File: src/hw/rtl/deficit_round_robin_flow_queue_assert.svh
// Assertion helpers for the flow queue scheduler; expect clk and arst_n in scope.
`ifndef DEFICIT_ROUND_ROBIN_FLOW_QUEUE_ASSERT_SVH
`define DEFICIT_ROUND_ROBIN_FLOW_QUEUE_ASSERT_SVH
`ifndef SYNTHESIS
`define DFQ_ASSERT_IMPLY(label, ante, cons, msg) \
label: assert property (@(posedge clk) disable iff (!arst_n) (ante) |-> (cons)) else $error(msg);
`define DFQ_ASSERT_NEXT(label, ante, cons, msg) \
label: assert property (@(posedge clk) disable iff (!arst_n) (ante) |=> (cons)) else $error(msg);
`else
`define DFQ_ASSERT_IMPLY(label, ante, cons, msg)
`define DFQ_ASSERT_NEXT(label, ante, cons, msg)
`endif
`endif

File: src/hw/rtl/dfq_pkg.sv
package dfq_pkg;

	localparam int FLOWS_DEF        = 16;
	localparam int PER_FLOW_DEF     = 64;
	localparam int MAX_PKT_DEF      = 2048;
	localparam int DEF_W            = 20;
	localparam int DESC_W           = 28;
	localparam logic [5:0] MAX_DROPS = 6'd63;
	localparam logic [15:0] QUANTUM_RST  = 16'd1500;
	localparam logic [19:0] CAPACITY_RST = 20'd65536;

	// command codes
	localparam logic [1:0] OP_ENQ    = 2'd0;
	localparam logic [1:0] OP_SEND   = 2'd1;
	localparam logic [1:0] OP_CREDIT = 2'd2;

	// result kinds
	localparam logic [2:0] K_ACCEPTED = 3'd0;
	localparam logic [2:0] K_SENT     = 3'd1;
	localparam logic [2:0] K_DROPPED  = 3'd2;
	localparam logic [2:0] K_NOTHING  = 3'd3;
	localparam logic [2:0] K_GRANTED  = 3'd4;
	localparam logic [2:0] K_REFUSED  = 3'd5;

	// configuration register indexes
	localparam logic CFG_QUANTUM  = 1'b0;
	localparam logic CFG_CAPACITY = 1'b1;

	typedef struct packed {
		logic [1:0]  op;
		logic [3:0]  flow_index;
		logic [11:0] byte_count;
		logic [15:0] packet_tag;
	} cmd_t;

	typedef struct packed {
		logic [2:0]  kind;
		logic [3:0]  out_flow;
		logic [11:0] out_size;
		logic [15:0] out_tag;
		logic        last;
	} res_t;

	typedef enum logic [1:0] {
		ALU_ADD20,
		ALU_ADD32,
		ALU_SUB
	} alu_op_t;

	typedef enum logic [3:0] {
		S_IDLE,
		S_ENQ,
		S_ENQ_FIRST,
		S_CAP,
		S_SCAN,
		S_PICK,
		S_DROP,
		S_SEND_CHK,
		S_SEND_CMP,
		S_ADV,
		S_SWEEP,
		S_ADD_DEF,
		S_CRED,
		S_FIN
	} state_t;

endpackage

File: src/hw/rtl/dfq_alu.sv
module dfq_alu (
	input  logic             [31:0] a,
	input  logic             [31:0] b,
	input  dfq_pkg::alu_op_t        op,
	output logic             [31:0] y,
	output logic                    ge
);
	import dfq_pkg::*;

	logic [32:0] sum;

	// one adder, saturating at the deficit or credit ceiling, or a plain subtract
	always_comb begin
		sum = {1'b0, a} + {1'b0, b};
		ge  = (a >= b);
		unique case (op)
			ALU_ADD20: y = (sum > 33'h0_000F_FFFF) ? 32'h000F_FFFF : sum[31:0];
			ALU_ADD32: y = sum[32] ? 32'hFFFF_FFFF : sum[31:0];
			ALU_SUB:   y = a - b;
			default:   y = a - b;
		endcase
	end
endmodule

File: config.mk
export PLATFORM = sky130hd
export DESIGN_NAME = dfq_alu
export DESIGN_NICKNAME = d
export VERILOG_FILES = /design/src/hw/rtl/deficit_round_robin_flow_queue_assert.svh /design/src/hw/rtl/dfq_pkg.sv /design/src/hw/rtl/dfq_alu.sv
export SDC_FILE = /design/constraint.sdc
export NUM_CORES = 1
export LEC_CHECK = 0
export BUFFER_PORTS_ARGS = -buffer_cell sky130_fd_sc_hd__buf_2
export CAP_MARGIN = 20
export CORE_MARGIN = 8
export CORE_UTILIZATION = 45
export DETAILED_ROUTE_END_ITERATION = 10
export GPL_TIMING_DRIVEN = 0
export PLACE_DENSITY = 0.73
export SYNTH_ARGS = -nofsm -noshare
export SYNTH_HDL_FRONTEND = slang
export SYNTH_SLANG_ARGS = --single-unit
File: constraint.sdc
create_clock -name vclk -period 4.96
set_input_delay 0.992 -clock vclk [all_inputs]
set_output_delay 0.992 -clock vclk [all_outputs]
set_load 0.005 [all_outputs]
==> flow_summary.yaml <==
detailed_routing:
  drt_iter0_drc: 556
  drcViolationCount: 0
  drt-wirelength-per-cell_um: 19.12
  dr.pass1.iters: 5
  wirelength_mm: 17.65
  vias: 5702
  vias_per_cell: 6.178
  ant_nets: 0
final_layout:
  drive_above_1_share_pct: 29.35
  seq_cells: 0
  layout.cells.non_filler: 923
  nNetsFinal: 928
  area_growth_pct: 36.32
  fin_area_sq_um: 5879
  seqCellArea_sq_um: 0
  n_antenna_cell: 0
  n_clock_buffer: 0
setup_path:
  path_cells: "buf_8 > inv_8 > ha_4 > nor2b_1 > or2_1 > a221o_1 > a211oi_2 > o21bai_2 > a311o_2 > or4_4 > or4_4 > o31ai_4 > buf_6 > buf_12 > a31oi_4 > buf_2"
  cp-start-kind: "input port"
  crit_buf_inv: 5
  worstPathArrival_ns: 4.59
  path_delay_family: "compound AO/OA/AOI/OAI gates"
  worstSetupEndpoint: "y[17]"
  endpoint_kind: "output pin"
  worst-path-stages: 16
  required_ns: 3.97
  critPathMaxFanout: 5
  crit_top_cell: "or4_4"
  path_class: "input port to output pin"
  max_stage_delay_ns: 0.57
  cp_slowest_cell: "or4_4"
  crit_start: "b[25]"
synth:
  synth_cell_types: 70
  yosysWarnings: 0
  yosysTopAreaCellShare_pct: 18.57
  postSynthAreaPerCell_sq_um: 6.476
  synthTopCellsByArea: "ha_1 19%, a21oi_1 8.4%, xnor2_1 6.1%, nor2_1 5.6%, inv_1 4.9%"
  syn-num-nets: 798
  seq_area_frac_synth_pct: 0
  netlist_instances: 666
  post-synth-top-area-cell: "ha_1"
  synth_area_sq_um: 4313
sta:
  slew_violations: 0
  period_needed_ns: 5.584
  tightest_slew_ns: 0.8747
  slew_headroom_pct: 41.15
  fin_ws_ns: -0.6242
  whs_ns: 2.449
  timing.fmax_mhz: 179.1
  hold_viol_final: 0
  post-route-period-util_pct: 112.6
  setup_violations: 21
  rsz0062_at_grt: "yes"
die:
  std_cell_rows: 35
  die_area_sq_um: 12970
  initial_utilization_pct: 46.46
  core_area_sq_um: 9284
  die_h_um: 113.9
  dieWidth_um: 113.9
  ioPinCount: 99
place:
  post_dp_cell_area_sq_um: 5054
  io_buffers: 98
  dp_hpwl_mm: 13.67
  gp_congestion: 0.9530
  dp_cells: 893
outcome:
  status: "complete, but fails checks"
  violations: "negative setup slack"
clocking:
  hold_buffers: 0
global_routing:
  grt_pass1_vias: 5290
  overflow: 0
  grtUsageTotal_pct: 24.89
  grt_pass1_wl_mm: 26.91
  antenna_found_initial: 0
  grt_max_degree: 11
worst_hold_path:
  min_path_type: "input port to output pin"
power_and_ir_drop:
  powerDensity_nw_per_um2: 146.8
  leakagePower_nw: 2.603
  peakVddDrop_v: 0.00007555
run:
  max-cap-violations: 0
[cell usage in the layout (no fill, tap or decap), types with 4 or more instances in the layout]
| cell | Yosys | layout |
|---|---|---|
| buf_2 | 7 | 97 |
| nor2_1 | 64 | 64 |
| a21oi_1 | 72 | 60 |
| ha_1 | 64 | 54 |
| inv_1 | 56 | 53 |
| nand2_1 | 42 | 40 |
| o21ai_0 | 40 | 38 |
| buf_4 | 0 | 34 |
| xnor2_1 | 30 | 30 |
| nor3_1 | 18 | 17 |
| nor2b_1 | 17 | 17 |
| clkbuf_1 | 27 | 16 |
| a21o_1 | 13 | 13 |
| or3_1 | 11 | 11 |
| a31oi_1 | 12 | 11 |
| a21oi_2 | 0 | 10 |
| nand4_1 | 9 | 9 |
| nand2b_1 | 9 | 9 |
| o31ai_1 | 12 | 9 |
| buf_6 | 1 | 8 |
| o21bai_1 | 11 | 8 |
| nand3_1 | 10 | 8 |
| and3_1 | 8 | 7 |
| nor4_1 | 14 | 7 |
| a211oi_1 | 10 | 7 |
| ha_4 | 0 | 7 |
| clkbuf_2 | 1 | 6 |
| o21a_1 | 5 | 5 |
| nor4_4 | 0 | 5 |
| o211ai_1 | 5 | 5 |
| mux2i_1 | 5 | 5 |
| xor2_1 | 5 | 5 |
| and2_1 | 4 | 4 |
| o21ba_2 | 4 | 4 |
[report_power, final]
part / total [mW] / switching, mW / internal (mW)
sequential: 0 / 0 / 0
combinational: 0.863 / 0.505 / 0.358
clock: 0 / 0 / 0
[worst min-delay path, cell delays in order]
cell	delay, ns
buf_2	0.09
ha_1	0.14
a21oi_1	0.04
o21ai_0	0.07
buf_2	0.12
[how the worst min path moves through the flow]
stage                     start    to  slack [ns]  cells past startpoint
after global placement    a[31]    ge        2.44                      5
final                     a[31]    ge        2.45                      5
after global routing      a[31]    ge        2.48                      5
after detailed placement  a[31]    ge        2.44                      5
after floorplan            b[0]  y[0]        2.16                      2
after CTS                 a[31]    ge        2.46                      5
[per-layer routing]
metal | part of all wire (%) | wire length (um) | track usage (%)
met5 | 0 | 0 | 0
met4 | 1.9 | 329 | 5.146
met2 | 45 | 7947 | 40.91
met1 | 45 | 7924 | 33.63
met3 | 8.2 | 1445 | 3.328
[Yosys cell counts, types with 3 or more instances]
| cell | n |
|---|---|
| o311ai_0 | 4 |
| nand3_1 | 10 |
| inv_1 | 56 |
| nor3_1 | 18 |
| nor2b_1 | 17 |
| o21ai_1 | 6 |
| mux2i_1 | 5 |
| o211ai_1 | 5 |
| and2_1 | 4 |
| nand2_1 | 42 |
| and3_1 | 8 |
| a22oi_1 | 3 |
| nand4_1 | 9 |
| o21a_1 | 5 |
| o21ai_0 | 40 |
| a2111o_1 | 3 |
| a22o_1 | 3 |
| or3_1 | 11 |
| a311o_1 | 4 |
| o21bai_1 | 11 |
| a31oi_1 | 12 |
| nor2_1 | 64 |
| a21oi_1 | 72 |
| clkbuf_1 | 27 |
| xor2_1 | 5 |
| nor4_1 | 14 |
| nand2b_1 | 9 |
| a311oi_1 | 5 |
| o31ai_1 | 12 |
| o21ba_2 | 4 |
| o22ai_1 | 4 |
| xnor2_1 | 30 |
| buf_2 | 7 |
| ha_1 | 64 |
| a21o_1 | 13 |
| a211oi_1 | 10 |
[kinds of logic (layout without fill, tap and decap cells)]
group | Yosys count | in the layout | share of synthesized area, %
buffers and inverters | 95 | 223 | 8.674
AOI/OAI and AO/OA | 244 | 244 | 37.66
muxes | 6 | 6 | 1.422
xor gates and xnor gates | 35 | 35 | 7.108
and+or+nand+nor | 220 | 220 | 25.65
adders and majority gates | 66 | 66 | 19.50
[layout make-up]
type / count / area (sq um)
repair buffers: 130 / 763.2
plain buffers: 36 / 211.5
fillers: 908 / 3405
well taps: 129 / 161.4
multi-input cells: 571 / 4522
inverters: 57 / 221.5
[what timing repair did]
item                                    in CTS  in global routing
gates resized for setup                     73                 61
gates cloned                                 1                  0
hold endpoints to repair                     0                  0
endpoints found under the setup margin      32                 30
buffers inserted                            18                 13
pin swaps                                   30                 29
[per-stage QoR]
step | utilization, % | total power, mW | setup TNS, ns | setup slack (ns)
after floorplan | - | 0.4854 | -2.009 | -0.1962
after global placement | 54.43 | 0.6980 | -24.04 | -1.135
after detailed placement | 54.43 | 0.7076 | -25.81 | -1.196
after CTS | 59.49 | 0.7810 | -10.77 | -0.6156
after global routing | 63.33 | 0.9264 | -12.30 | -0.7037
final | 63.33 | 0.8630 | -8.995 | -0.6242
No activity file was read; power rests on OpenSTA's default activity.
